===== config.mk =====
export PLATFORM = sky130hd
export DESIGN_NAME = rc_packet_builder_hopper
export DESIGN_NICKNAME = d
export VERILOG_FILES = /design/src/hdl/rcpb_pkg.sv /design/src/hdl/rcpb_div.sv /design/src/hdl/rc_packet_builder_hopper.sv
export SDC_FILE = /design/constraint.sdc
export NUM_CORES = 1
export LEC_CHECK = 0
export CAP_MARGIN = 20
export CORE_AREA = 3 3 236 238
export DETAILED_ROUTE_END_ITERATION = 12
export DIE_AREA = 0 0 239 241
export DONT_BUFFER_PORTS = 1
export REMOVE_ABC_BUFFERS = 1
export SETUP_SLACK_MARGIN = 0.2
export SLEW_MARGIN = 20
export SYNTH_ARGS = -nofsm -noshare
export SYNTH_HDL_FRONTEND = slang
export SYNTH_HIERARCHICAL = 1
export SYNTH_SLANG_ARGS = --single-unit

===== constraint.sdc =====
create_clock -name clk -period 9.6 [get_ports clk]
set_input_delay 0.96 -clock clk [delete_from_list [all_inputs] [get_ports clk]]
set_output_delay 0.96 -clock clk [all_outputs]
set_load 0.005 [all_outputs]

===== src/hdl/rcpb_pkg.sv =====
// Shared types, constants and the hop list derivation for the RC packet builder.
// Used by rcpb_div and rc_packet_builder_hopper; depends on nothing else.
`default_nettype none

package rcpb_pkg;

  localparam int HOP_CHANNELS = 4;
  localparam int PACKET_BYTES = 10;
  localparam int STICK_W      = 12;
  // Numerator holds a 12-bit difference times an 8-bit factor.
  localparam int NUM_W        = STICK_W + 8;
  localparam int DEN_W        = STICK_W;
  localparam int CFG_IDX_W    = 4;
  localparam int CFG_DATA_W   = 32;

  // Commands carried in the input item.
  localparam logic [1:0] CMD_DATA   = 2'd0;
  localparam logic [1:0] CMD_BIND   = 2'd1;
  localparam logic [1:0] CMD_FINISH = 2'd2;

  // Configuration register indexes.
  localparam logic [CFG_IDX_W-1:0] CFG_STICK_MIN     = 4'd0;
  localparam logic [CFG_IDX_W-1:0] CFG_STICK_MID     = 4'd1;
  localparam logic [CFG_IDX_W-1:0] CFG_STICK_MAX     = 4'd2;
  localparam logic [CFG_IDX_W-1:0] CFG_TRANSMITTER_ID = 4'd3;
  localparam logic [CFG_IDX_W-1:0] CFG_VIDEO_MASK    = 4'd4;
  localparam logic [CFG_IDX_W-1:0] CFG_PICTURE_MASK  = 4'd5;
  localparam logic [CFG_IDX_W-1:0] CFG_FLIP_MASK     = 4'd6;
  localparam logic [CFG_IDX_W-1:0] CFG_HEADLESS_MASK = 4'd7;

  // Fixed packet bytes.
  localparam logic [7:0] BIND_HEAD   = 8'ha2;
  localparam logic [7:0] BIND_FILL   = 8'haa;
  localparam logic [7:0] ELE_TRIM    = 8'hc0;
  localparam logic [7:0] CHECK_BIAS  = 8'h55;
  localparam logic [7:0] SPAN_HIGH   = 8'h80;
  localparam logic [7:0] SPAN_LOW    = 8'h00;
  localparam logic [7:0] THR_FACTOR  = 8'd255;
  localparam logic [7:0] STICK_FACTOR = 8'd127;

  typedef logic [HOP_CHANNELS-1:0][7:0] hop_list_t;

  // Channel tables, entry 0 in the low byte.
  localparam hop_list_t HOP_RESET = 32'h20_40_30_4b;
  localparam hop_list_t BASE_LOW  = 32'h3a_2a_1a_0a;
  localparam hop_list_t BASE_MID  = 32'h22_42_0a_2a;
  localparam hop_list_t BASE_HIGH = 32'h32_12_3a_1a;
  localparam hop_list_t LIST_1E   = 32'h38184121;
  localparam hop_list_t LIST_1F   = 32'h39194121;

  typedef struct packed {
    logic [1:0]         cmd;
    logic [STICK_W-1:0] throttle;
    logic [STICK_W-1:0] elevator;
    logic [STICK_W-1:0] rudder;
    logic [STICK_W-1:0] aileron;
    logic               video_on;
    logic               picture_on;
    logic               flip_on;
    logic               headless_on;
  } in_item_t;

  typedef struct packed {
    logic [7:0] byte0;
    logic [7:0] byte1;
    logic [7:0] byte2;
    logic [7:0] byte3;
    logic [7:0] byte4;
    logic [7:0] byte5;
    logic [7:0] byte6;
    logic [7:0] byte7;
    logic [7:0] byte8;
    logic [7:0] check_byte;
    logic [7:0] rf_channel;
  } out_item_t;

  // Divider handshake between the sequencer and the shared unit.
  typedef struct packed {
    logic start;
  } div_ctl_t;

  typedef struct packed {
    logic busy;
    logic done;
  } div_sts_t;

  // Hop list from the low five bits of the transmitter id.
  function automatic hop_list_t hop_derive(input logic [4:0] l);
    hop_list_t  h;
    logic [4:0] lv;
    int         i;
    h  = HOP_RESET;
    lv = l;
    if (l < 5'h10) begin
      if (l == 5'h06) lv = 5'h07;
      for (i = 0; i < HOP_CHANNELS; i++) h[i] = BASE_LOW[i] + {3'b000, lv};
    end else if (l < 5'h18) begin
      for (i = 0; i < HOP_CHANNELS; i++) h[i] = BASE_MID[i] + {5'b00000, l[2:0]};
      if (l == 5'h16) begin
        h[0] = h[0] + 8'd1;
        h[1] = h[1] + 8'd1;
      end
    end else if (l < 5'h1e) begin
      for (i = 0; i < HOP_CHANNELS; i++) h[i] = BASE_HIGH[i] + {5'b00000, l[2:0]};
    end else if (l == 5'h1e) begin
      h = LIST_1E;
    end else begin
      h = LIST_1F;
    end
    return h;
  endfunction

endpackage

`default_nettype wire


===== src/hdl/rcpb_div.sv =====
// Shared iterative unsigned divider for the stick and throttle maps.
// Retires STEPS quotient bits per cycle; depends on rcpb_pkg.
`default_nettype none

module rcpb_div #(
  parameter int NUM_W = 20,
  parameter int DEN_W = 12,
  parameter int STEPS = 4
) (
  input  wire logic                clk,
  input  wire logic                rst_n,
  input  wire rcpb_pkg::div_ctl_t  ctl,
  input  wire logic [NUM_W-1:0]    numer,
  input  wire logic [DEN_W-1:0]    denom,
  output      rcpb_pkg::div_sts_t  sts,
  output      logic [NUM_W-1:0]    quot
);

  localparam int ITERS = NUM_W / STEPS;
  localparam int CNT_W = $clog2(ITERS + 1);

  logic             busy_r;
  logic             done_r;
  logic [CNT_W-1:0] cnt_r;
  logic [NUM_W-1:0] q_r;
  logic [DEN_W-1:0] rem_r;
  logic [DEN_W-1:0] den_r;
  logic [NUM_W-1:0] q_nxt;
  logic [DEN_W-1:0] rem_nxt;

  // Several restoring steps in one cycle: shift in a bit, subtract if it fits.
  always_comb begin
    logic [DEN_W:0]   rem_w;
    logic [NUM_W-1:0] q_w;
    rem_w = {1'b0, rem_r};
    q_w   = q_r;
    for (int s = 0; s < STEPS; s++) begin
      rem_w = {rem_w[DEN_W-1:0], q_w[NUM_W-1]};
      q_w   = {q_w[NUM_W-2:0], 1'b0};
      if (rem_w >= {1'b0, den_r}) begin
        rem_w  = rem_w - {1'b0, den_r};
        q_w[0] = 1'b1;
      end
    end
    q_nxt   = q_w;
    rem_nxt = rem_w[DEN_W-1:0];
  end

  // Iteration control and working registers.
  always_ff @(posedge clk) begin
    if (!rst_n) begin
      busy_r <= 1'b0;
      done_r <= 1'b0;
      cnt_r  <= '0;
    end else begin
      done_r <= 1'b0;
      if (ctl.start) begin
        busy_r <= 1'b1;
        cnt_r  <= CNT_W'(ITERS);
        q_r    <= numer;
        rem_r  <= '0;
        den_r  <= denom;
      end else if (busy_r) begin
        q_r   <= q_nxt;
        rem_r <= rem_nxt;
        cnt_r <= cnt_r - CNT_W'(1);
        if (cnt_r == CNT_W'(1)) begin
          busy_r <= 1'b0;
          done_r <= 1'b1;
        end
      end
    end
  end

  assign sts.busy = busy_r;
  assign sts.done = done_r;
  assign quot     = q_r;

  // A finished quotient always follows a run of iterations.
  a_done_after_busy: assert property (@(posedge clk) disable iff (!rst_n)
    done_r |-> $past(busy_r))
    else $error("divider done without a preceding iteration");

  // The sequencer never restarts a division that is still running.
  a_no_restart: assert property (@(posedge clk) disable iff (!rst_n)
    !(ctl.start && busy_r))
    else $error("divider started while busy");

endmodule

`default_nettype wire


===== src/hdl/rc_packet_builder_hopper.sv =====
// Top level of the RC packet builder and channel hopper.
// Depends on rcpb_pkg and the shared divider rcpb_div.
//
// Usage: an item on the in_ channel (in_valid, in_stall, in_data) is taken
// when in_valid is high and in_stall is low. in_stall is high while an item
// is being worked on, so one item is handled at a time. A data item runs four
// maps (throttle, elevator, rudder, aileron) through one shared divider; each
// map passes a setup state, then waits in the divide state until the divider
// reports done and its byte is stored. A map whose span is empty skips the
// divider and stores its base from the setup state. After the last map the
// packet is loaded from the emit state into the output register. A bind item
// goes straight to the emit state. A finish-bind item updates the hop list at
// its transfer and gives no result. The divider retires four quotient bits per
// cycle.
// Results sit in an output register: out_valid stays high and out_data holds
// while out_stall is high; a new item is accepted meanwhile, and its packet
// waits for the register to free up. Configuration writes (cfg_valid,
// cfg_ready, cfg_index, cfg_data) are always accepted and belong in idle time.
// Synchronous reset restores the register defaults and the reset hop list and
// clears the hop position.
`default_nettype none

module rc_packet_builder_hopper (
  input  wire logic                               clk,
  input  wire logic                               rst_n,
  input  wire logic                               in_valid,
  output      logic                               in_stall,
  input  wire rcpb_pkg::in_item_t                 in_data,
  output      logic                               out_valid,
  input  wire logic                               out_stall,
  output      rcpb_pkg::out_item_t                out_data,
  input  wire logic                               cfg_valid,
  output      logic                               cfg_ready,
  input  wire logic [rcpb_pkg::CFG_IDX_W-1:0]     cfg_index,
  input  wire logic [rcpb_pkg::CFG_DATA_W-1:0]    cfg_data
);

  localparam int SW = rcpb_pkg::STICK_W;

  // Map slots, in the order the sequencer visits them.
  localparam logic [1:0] K_THR = 2'd0;
  localparam logic [1:0] K_ELE = 2'd1;
  localparam logic [1:0] K_RUD = 2'd2;
  localparam logic [1:0] K_AIL = 2'd3;

  typedef enum logic [1:0] {S_IDLE, S_SETUP, S_DIV, S_EMIT} state_t;

  state_t                         state_r;
  logic [1:0]                     k_r;
  rcpb_pkg::in_item_t             in_r;
  logic [3:0][7:0]                res_r;
  logic [7:0]                     c_r;
  logic                           neg_r;
  logic [SW-1:0]                  stick_min_r;
  logic [SW-1:0]                  stick_mid_r;
  logic [SW-1:0]                  stick_max_r;
  logic [31:0]                    tid_r;
  logic [7:0]                     video_mask_r;
  logic [7:0]                     picture_mask_r;
  logic [7:0]                     flip_mask_r;
  logic [7:0]                     headless_mask_r;
  rcpb_pkg::hop_list_t            hop_list_r;
  logic [1:0]                     hop_idx_r;
  logic                           parity_r;
  logic                           out_valid_r;
  rcpb_pkg::out_item_t            out_r;

  logic                           in_fire;
  logic                           out_load;
  rcpb_pkg::div_ctl_t             div_ctl;
  rcpb_pkg::div_sts_t             div_sts;
  logic [rcpb_pkg::NUM_W-1:0]     div_q;
  logic [rcpb_pkg::NUM_W-1:0]     prod;
  logic [SW-1:0]                  m_dx;
  logic [7:0]                     m_fac;
  logic [SW-1:0]                  m_den;
  logic                           m_degen;
  logic [7:0]                     m_c;
  logic                           m_neg;
  logic [7:0]                     map_byte;
  rcpb_pkg::out_item_t            pkt;

  assign in_stall  = (state_r != S_IDLE);
  assign in_fire   = in_valid && !in_stall;
  assign cfg_ready = 1'b1;
  assign out_load  = (state_r == S_EMIT) && (!out_valid_r || !out_stall);

  // Operands of the current map: difference, factor, divisor and output base.
  always_comb begin
    logic [SW-1:0] sx;
    logic [SW-1:0] sb;
    logic [SW-1:0] tc;
    logic          lt;
    sx      = in_r.elevator;
    sb      = stick_max_r;
    tc      = in_r.throttle;
    lt      = 1'b0;
    m_dx    = '0;
    m_fac   = rcpb_pkg::STICK_FACTOR;
    m_den   = '0;
    m_degen = 1'b1;
    m_c     = rcpb_pkg::SPAN_LOW;
    m_neg   = 1'b0;
    case (k_r)
      K_THR: begin
        // Clamp to the configured range, then scale to a full byte.
        if (tc < stick_min_r) tc = stick_min_r;
        if (tc > stick_max_r) tc = stick_max_r;
        m_dx    = tc - stick_min_r;
        m_fac   = rcpb_pkg::THR_FACTOR;
        m_den   = stick_max_r - stick_min_r;
        m_degen = (stick_max_r <= stick_min_r);
      end
      K_ELE, K_RUD, K_AIL: begin
        if (k_r == K_RUD) sx = in_r.rudder;
        else if (k_r == K_AIL) sx = in_r.aileron;
        lt = (sx < stick_mid_r);
        sb = lt ? stick_min_r : stick_max_r;
        // Elevator puts the direction bit below center, the others above.
        if (k_r == K_ELE) m_c = lt ? rcpb_pkg::SPAN_HIGH : rcpb_pkg::SPAN_LOW;
        else m_c = lt ? rcpb_pkg::SPAN_LOW : rcpb_pkg::SPAN_HIGH;
        m_dx    = lt ? (stick_mid_r - sx) : (sx - stick_mid_r);
        m_den   = (sb < stick_mid_r) ? (stick_mid_r - sb) : (sb - stick_mid_r);
        m_degen = (sb == stick_mid_r);
        m_neg   = lt ^ (sb < stick_mid_r);
      end
      default: begin
        m_degen = 1'b1;
      end
    endcase
  end

  // The one multiplier; its product is captured by the divider at start.
  assign prod = rcpb_pkg::NUM_W'(m_dx) * rcpb_pkg::NUM_W'(m_fac);

  assign div_ctl.start = (state_r == S_SETUP) && !m_degen;

  rcpb_div #(
    .NUM_W (rcpb_pkg::NUM_W),
    .DEN_W (rcpb_pkg::DEN_W),
    .STEPS (4)
  ) u_div (
    .clk   (clk),
    .rst_n (rst_n),
    .ctl   (div_ctl),
    .numer (prod),
    .denom (m_den),
    .sts   (div_sts),
    .quot  (div_q)
  );

  // Truncated signed quotient plus base; only the low byte is kept.
  assign map_byte = c_r + (neg_r ? (8'd0 - div_q[7:0]) : div_q[7:0]);

  // Packet assembly from the stored maps or the bind fields.
  always_comb begin
    logic [rcpb_pkg::PACKET_BYTES-2:0][7:0] p;
    logic [7:0]                             x;
    p = '0;
    if (in_r.cmd == rcpb_pkg::CMD_BIND) begin
      p[0] = rcpb_pkg::BIND_HEAD;
      p[1] = tid_r[31:24];
      p[2] = tid_r[23:16];
      p[3] = tid_r[15:8];
      p[4] = tid_r[7:0];
      p[5] = rcpb_pkg::BIND_FILL;
      p[6] = rcpb_pkg::BIND_FILL;
      p[7] = rcpb_pkg::BIND_FILL;
    end else begin
      p[0] = res_r[K_THR];
      p[1] = res_r[K_ELE];
      p[2] = res_r[K_RUD];
      p[3] = res_r[K_AIL];
      p[4] = (in_r.video_on ? video_mask_r : 8'h00) |
             (in_r.picture_on ? picture_mask_r : 8'h00);
      p[5] = (res_r[K_ELE] >> 2) | rcpb_pkg::ELE_TRIM;
      p[6] = (res_r[K_RUD] >> 2) | (in_r.flip_on ? flip_mask_r : 8'h00);
      p[7] = (res_r[K_AIL] >> 2) | (in_r.headless_on ? headless_mask_r : 8'h00);
    end
    x = '0;
    for (int i = 0; i < rcpb_pkg::PACKET_BYTES - 1; i++) x = x ^ p[i];
    pkt.byte0      = p[0];
    pkt.byte1      = p[1];
    pkt.byte2      = p[2];
    pkt.byte3      = p[3];
    pkt.byte4      = p[4];
    pkt.byte5      = p[5];
    pkt.byte6      = p[6];
    pkt.byte7      = p[7];
    pkt.byte8      = p[8];
    pkt.check_byte = x + rcpb_pkg::CHECK_BIAS;
    pkt.rf_channel = hop_list_r[hop_idx_r];
  end

  // Sequencer, configuration, hop state and output register.
  always_ff @(posedge clk) begin
    if (!rst_n) begin
      state_r         <= S_IDLE;
      k_r             <= K_THR;
      stick_min_r     <= 12'd1000;
      stick_mid_r     <= 12'd1500;
      stick_max_r     <= 12'd2000;
      tid_r           <= '0;
      video_mask_r    <= 8'h10;
      picture_mask_r  <= 8'h08;
      flip_mask_r     <= 8'h40;
      headless_mask_r <= 8'h80;
      hop_list_r      <= rcpb_pkg::HOP_RESET;
      hop_idx_r       <= '0;
      parity_r        <= 1'b0;
      out_valid_r     <= 1'b0;
    end else begin
      if (cfg_valid) begin
        case (cfg_index)
          rcpb_pkg::CFG_STICK_MIN:      stick_min_r     <= cfg_data[SW-1:0];
          rcpb_pkg::CFG_STICK_MID:      stick_mid_r     <= cfg_data[SW-1:0];
          rcpb_pkg::CFG_STICK_MAX:      stick_max_r     <= cfg_data[SW-1:0];
          rcpb_pkg::CFG_TRANSMITTER_ID: tid_r           <= cfg_data;
          rcpb_pkg::CFG_VIDEO_MASK:     video_mask_r    <= cfg_data[7:0];
          rcpb_pkg::CFG_PICTURE_MASK:   picture_mask_r  <= cfg_data[7:0];
          rcpb_pkg::CFG_FLIP_MASK:      flip_mask_r     <= cfg_data[7:0];
          rcpb_pkg::CFG_HEADLESS_MASK:  headless_mask_r <= cfg_data[7:0];
          default: ;
        endcase
      end

      if (out_valid_r && !out_stall && !out_load) out_valid_r <= 1'b0;

      case (state_r)
        S_IDLE: begin
          if (in_fire) begin
            in_r <= in_data;
            k_r  <= K_THR;
            case (in_data.cmd)
              rcpb_pkg::CMD_DATA: state_r <= S_SETUP;
              rcpb_pkg::CMD_BIND: state_r <= S_EMIT;
              rcpb_pkg::CMD_FINISH: begin
                hop_list_r <= rcpb_pkg::hop_derive(tid_r[4:0]);
                hop_idx_r  <= '0;
                parity_r   <= 1'b0;
              end
              default: ;
            endcase
          end
        end
        S_SETUP: begin
          c_r   <= m_c;
          neg_r <= m_neg;
          if (m_degen) begin
            // Empty span: the map gives its output base directly.
            res_r[k_r] <= m_c;
            if (k_r == K_AIL) state_r <= S_EMIT;
            else k_r <= k_r + 2'd1;
          end else begin
            state_r <= S_DIV;
          end
        end
        S_DIV: begin
          if (div_sts.done) begin
            res_r[k_r] <= map_byte;
            if (k_r == K_AIL) begin
              state_r <= S_EMIT;
            end else begin
              k_r     <= k_r + 2'd1;
              state_r <= S_SETUP;
            end
          end
        end
        S_EMIT: begin
          if (out_load) begin
            out_r       <= pkt;
            out_valid_r <= 1'b1;
            if (parity_r) hop_idx_r <= hop_idx_r + 2'd1;
            parity_r <= !parity_r;
            state_r  <= S_IDLE;
          end
        end
        default: state_r <= S_IDLE;
      endcase
    end
  end

  assign out_valid = out_valid_r;
  assign out_data  = out_r;

  // Each delivered packet flips the repeat parity.
  a_parity_toggles: assert property (@(posedge clk) disable iff (!rst_n)
    out_load |=> (parity_r != $past(parity_r)))
    else $error("repeat parity did not toggle on a packet");

  // Only data and bind items produce a packet.
  a_load_cmd: assert property (@(posedge clk) disable iff (!rst_n)
    out_load |-> (in_r.cmd == rcpb_pkg::CMD_DATA || in_r.cmd == rcpb_pkg::CMD_BIND))
    else $error("packet loaded for a command without a result");

  // Finishing a bind restarts the hop sequence.
  a_finish_clears: assert property (@(posedge clk) disable iff (!rst_n)
    (in_fire && in_data.cmd == rcpb_pkg::CMD_FINISH) |=> (hop_idx_r == 2'd0 && !parity_r))
    else $error("finish bind did not clear the hop position");

endmodule

`default_nettype wire


==> results of run 1 <==
[registers in the layout (all words and copies together), names as in the netlist, 3 cells and up]
register         flops
out_data            78
headless_mask_r      8
res_r               32
video_mask_r         8
stick_mid_r         12
u_div/den_r         12
stick_max_r         12
flip_mask_r          8
stick_min_r         12
u_div/quot          20
hop_list_r          23
picture_mask_r       8
in_r                54
tid_r               32
u_div/rem_r         12
u_div/cnt_r          3
[what timing repair did]
item / in CTS / in global routing
endpoints found under the setup margin: 8 / 23
buffers inserted: 12 / 13
hold buffers: 0 / 0
gates cloned: 1 / 0
pin swaps: 29 / 49
gates resized for setup: 68 / 47
[worst max path at each step]
stage | end | slack [ns] | cells past startpoint
after global placement | u_div/quot[18] | -0.41 | 42
after global routing | u_div/quot[16] | -0.46 | 45
after floorplan | u_div/quot[18] | -1.63 | 40
after CTS | u_div/quot[18] | 0.03 | 45
after detailed placement | u_div/quot[18] | -0.59 | 42
final | u_div/quot[16] | -0.06 | 45
[placed cells by master, fill, tap and decap left out, types with 85 or more instances in the layout]
master      n
nand2_1   308
edfxtp_1  210
inv_1     192
ha_1      187
nor2_1    172
buf_4     155
a21oi_1   138
dfxtp_1   136
mux2i_1    94
xnor2_1    85
[cell type report]
cell class | count | area share
Sequential cell | 346 | 0.326
Timing Repair Buffer | 166 | 0.0468
Multi-Input combinational cell | 1848 | 0.519
Inverter | 201 | 0.0274
Clock inverter | 17 | 0.00574
Antenna cell | 1 | 0.0000904
Clock buffer | 59 | 0.0432
Tap cell | 696 | 0.0315
[through the flow]
stage	hold slack (ns)	utilization	cells	area, um^2
floorplan	0.421	-	2395	23600
global placement	0.442	0.476	3231	25600
detailed placement	0.450	0.476	3231	25600
CTS	0.455	0.509	3320	27400
global route	0.462	0.514	3333	27700
finish	0.464	0.514	3334	27700
[routing by layer]
metal	share of wire	up-vias	track usage
li1	-	8922	-
met1	0.45	8918	0.307
met2	0.48	520	0.371
met3	0.055	88	0.0288
met4	0.020	4	0.0548
met5	0.00049	-	0
[worst register-to-register path: cells and delay by family (launching register included)]
family / cells / cell delay, ns
adders and majority gates: 9 / 2.85
AOI/OAI and AO/OA: 16 / 2.66
and+or+nand+nor: 5 / 1.11
buffers and inverters: 9 / 1.11
muxes: 3 / 0.81
xor gates and xnor gates: 3 / 0.48
DFF: 1 / 0.41
==> results.md, run 1 <==
* Status: finished with violations
* Violated checks: negative setup slack
* DRT antenna net count at 0
* Post-layout nets at 2,956
* Clk buf depth at 3
* Fillers at 4,954
* Post-DP HPWL at ~50 mm
* Area delta synth->final at 14.6%
* Fin crit period at around 9.7 ns
* CP Class: flop to flop
* Worst Path Arrival at 9.97 ns
* Placement Setup Slack at -0.586 ns
* Clk_lat worst skew at 0.57 ns
* Min-Delay Endpoint: hop_list_r[22]
* R2R Path Start: in_r[48]
* Cell mode on critical path: buf_4
* Routability congestion estimate at ~0.91
* Clock Skew at 0.0178 ns
* Num CTS Buffers at 41
* Max cap viols at 0
* Root buf cell: clkbuf_16
* Worst min-delay path class: flop to flop
* Initial antenna violation count at 2
* Worst-margin pin slew at 1.09 ns
* WP buf/inv at 9
* Family with the most delay on the worst path: adder cells
* Ports at around 190
* Crit-path slowest cell: fa_1
* Hold Startpoint: hop_list_r[22]
* GRT overflow at 0
* DIE AREA at 0.0576 mm^2
* Number of global-route vias before repair at 18,100
* Worst EP required at around 10 ns
* Crit path max fanout at 5
* Final TNS setup at -0.138 ns
* Core Area at about 0.054 mm^2
* Hold depth at 1
* R2R depth at 45
* Layout cells sized above 1 at 0.156
* Clock Pin Slew Worst Setup and Hold Paths at 0.06 ns
* Worst rel slew slack at 0.273
* CP endpoint kind: flop
* Final Max Tran Viols at 0
* Flop2flop setup slack at -0.06 ns
* Die height at about 240 um
* Reg area at 0.00903 mm^2
* Worst r2r dst: u_div/quot[16]
* Final wirelength at 65.7 mm
* Initial Util at 0.449
* Routed len/inst at 19.7 um
* Crit start category: flop
* Fmax at 103 MHz
* Post-DR vias/cell at 5.53
* Warnings, synthesis at 6
* CP max stage delay at 0.57 ns
* Average size of a mapped cell at 9.64 um^2
* Chip Width at 239 um
* RSZ-0062 raised after global routing: true
* I/O Buffers at 0
* Mapped Area at 0.0242 mm^2
* CTS tree: yes
* Final Cycle Share at 1.01
* Area of the multi-input gates at 0.0144 mm^2
* First-pass GRT wire length at 101 mm
* Mapped Cells at 2,504
* Placement Rows at 85
* Vias at 18,500
* Largest net degree at the start of global routing at 139
* Final hold violations at 0
* Drt drc at 0
* Gr usage total at 0.222
* H-tree depth at 2
* Clock Sinks at 346
* Setup violations, final at 4
* Drt pass-1 iters at 5
* Iteration-0 DRC count of the detailed router at 1,420
* PnR worst setup slack at -0.0625 ns
* Crit path from: in_r[48]
Power of run 1 is left out: the tool's default activity adds up to more than one toggle a clock period on the data nets, which glitch-free logic cannot reach.
==> run 2: changes to the inputs <==
CORE_AREA = 2 2 206 208   (was 3 3 236 238)
DIE_AREA = 0 0 208 210   (was 0 0 239 241)
PLACE_DENSITY = 0.77   (was not set)
==> run 2 against run 1 <==
The flow still finishes with violations (negative setup slack). Final cell count shrank 4.9%. Register-to-register slack lost 0.17 ns. First-iteration DRC count grew 10%. Sequential cell count is the same. Sequential share of layout area grew 0.23 points. Via count grew 2.0%. Highest routed layer is now met4. Final area shrank 0.69%. Clock-buffer cell count shrank 10. Die area shrank 24%. Global-route usage grew 6.4 points. Worst hold slack is essentially flat. Critical path depth grew 1.
==> results.md, run 2 (same netlist as run 1, synthesis figures left out) <==
* First-pass GRT wire length at 99.5 mm (was 101 mm)
* Crit start category: flop (unchanged)
* Post-DP HPWL at 47.8 mm (was 50.6 mm)
* Status: finished with violations (unchanged)
* Iteration-0 DRC count of the detailed router at 1,566 (was 1,420)
* Clock Sinks at 346 (unchanged)
* Most frequent cells in the layout: 309 x nand2_1, 210 x edfxtp_1, 192 x inv_1 (was 308 x nand2_1, 210 x edfxtp_1, 192 x inv_1)
* Final hold violations at 0 (unchanged)
* Initial antenna violation count at 1 (was 2)
* CP Class: flop to flop (unchanged)
* Dpl cell area at 0.0253 mm^2 (was 0.0256 mm^2)
* Worst min-delay path class: flop to flop (unchanged)
* DIE AREA at 0.0437 mm^2 (was 0.0576 mm^2)
* Final wirelength at 64.2 mm (was 65.7 mm)
* Violated checks: negative setup slack (unchanged)
* Commonest non-fill, non-tap cell in the layout: nand2_1 (unchanged)
* Placement Rows at 75 (was 85)
* I/O Buffers at 0 (unchanged)
* PnR worst setup slack at -0.230 ns (was -0.0625 ns)
* Largest net degree at the start of global routing at 139 (unchanged)
* Worst rel slew slack at 0.239 (was 0.273)
* Clock Skew at 0.0317 ns (was 0.0178 ns)
* Final Cycle Share at 1.02 (was 1.01)
* Core Area at 0.0415 mm^2 (was 0.0538 mm^2)
* Final Max Tran Viols at 0 (unchanged)
* Routed len/inst at 20.2 um (was 19.7 um)
* Gr usage total at 0.286 (was 0.222)
* Ports at 186 (unchanged)
* Routability congestion estimate at 0.954 (was 0.907)
* DRT antenna net count at 0 (unchanged)
* Max reg flops at 78 (unchanged)
* RSZ-0062 raised after global routing: true (unchanged)
* Vias at 18,800 (was 18,500)
* Clk buf depth at 3 (unchanged)
* CP max stage delay at 0.57 ns (about the same)
* Clk_lat worst skew at 0.57 ns (about the same)
* CTS tree: yes (unchanged)
* GRT overflow at 0 (unchanged)
* Area delta synth->final at 13.8% (was 14.6%)
* Crit-path slowest cell: fa_1 (unchanged)
* Setup violations, final at 6 (was 4)
* Num CTS Buffers at 38 (was 41)
* Chip Width at 208 um (was 239 um)
* CP endpoint kind: flop (unchanged)
* Fmax at 102 MHz (was 103 MHz)
* Worst EP required at 9.91 ns (about the same)
* Final instance area at 0.0275 mm^2 (was 0.0277 mm^2)
* Initial Util at 0.582 (was 0.449)
* Crit path max fanout at 6 (was 5)
* Drt pass-1 iters at 6 (was 5)
* Final Util at 0.663 (was 0.514)
* Post-DR vias/cell at 5.93 (was 5.53)
* Fin crit period at 9.83 ns (was 9.66 ns)
* Cell mode on critical path: buf_4 (unchanged)
* Post-layout nets at 2,952 (was 2,956)
* Worst Path Arrival at 10.14 ns (was 9.97 ns)
* Clock Pin Slew Worst Setup and Hold Paths at 0.06 ns (about the same)
* Worst-margin pin slew at 1.14 ns (was 1.09 ns)
* Root buf cell: clkbuf_16 (unchanged)
* Number of global-route vias before repair at 18,600 (was 18,100)
* Layout cells sized above 1 at 0.157 (was 0.156)
* Die height at 210 um (was 241 um)
* Max cap viols at 0 (unchanged)
* H-tree depth at 2 (unchanged)
* Drt drc at 0 (unchanged)
## run 2: cell types whose count changed in the layout (fill, tap and decap cells not counted), sizes merged
| cell | previous run | this run |
|---|---|---|
| buf | 166 | 165 |
| bufinv | 1 | 4 |
| clkbuf | 59 | 49 |
| clkinv | 9 | 12 |
| clkinvlp | 4 | 5 |
| diode | 1 | 2 |
| inv | 204 | 201 |
## run 2: path summary, 6_finish.rpt
check / end / start / depth (start not counted) / slack (ns)
worst max-delay path: u_div/quot[16] / in_r[45] / 46 / -0.23
worst min-delay path: tid_r[14] / tid_r[14] / 2 / 0.46
worst max register to register: u_div/quot[16] / in_r[45] / 46 / -0.23
worst min register to register: tid_r[14] / tid_r[14] / 2 / 0.46
## run 2: metrics by stage
step	setup TNS, ns	hold WS [ns]	cells	setup slack, ns
finish	-1.12	0.464	3171	-0.230
global route	-2.92	0.479	3170	-0.523
CTS	-0.0630	0.462	3149	-0.0430
detailed placement	-2.24	0.448	3062	-0.462
global placement	-0.966	0.437	3062	-0.264
floorplan	-12.11	0.421	2395	-1.63
## run 2: what timing repair did
action,in CTS,in global routing
resized for setup,70,54
gates cloned,1,0
pin swaps,52,43
endpoints found under the setup margin,8,24
setup buffers,16,20
hold buffers,0,0
## run 2: routing by layer
| metal | routed length, um | GRT usage |
|---|---|---|
| met4 | 2270 | 0.104 |
| met5 | 0 | 0 |
| met1 | 27500 | 0.376 |
| met3 | 3810 | 0.0456 |
| met2 | 30600 | 0.479 |
## run 2: cell type report
type | count | area (um^2)
well taps | 539 | 674
flip-flops and latches | 346 | 9030
multi-input cells | 1848 | 14400
inverters | 201 | 762
clock inverters | 21 | 267
diodes | 2 | 5.00
clock buffers | 49 | 1010
fillers | 3182 | 14000
repair buffers | 165 | 1310
## run 2: worst max-delay path, delay by kind of cell, from the launching register on
| kind | cells | cell delay, ns |
|---|---|---|
| xor gates and xnor gates | 3 | 0.42 |
| adders and majority gates | 7 | 2.59 |
| DFF | 1 | 0.40 |
| buffers and inverters | 10 | 1.33 |
| and+or+nand+nor | 6 | 1.08 |
| muxes | 2 | 0.53 |
| AOI/OAI and AO/OA | 18 | 3.18 |
Power of run 2 is left out for the same reason.
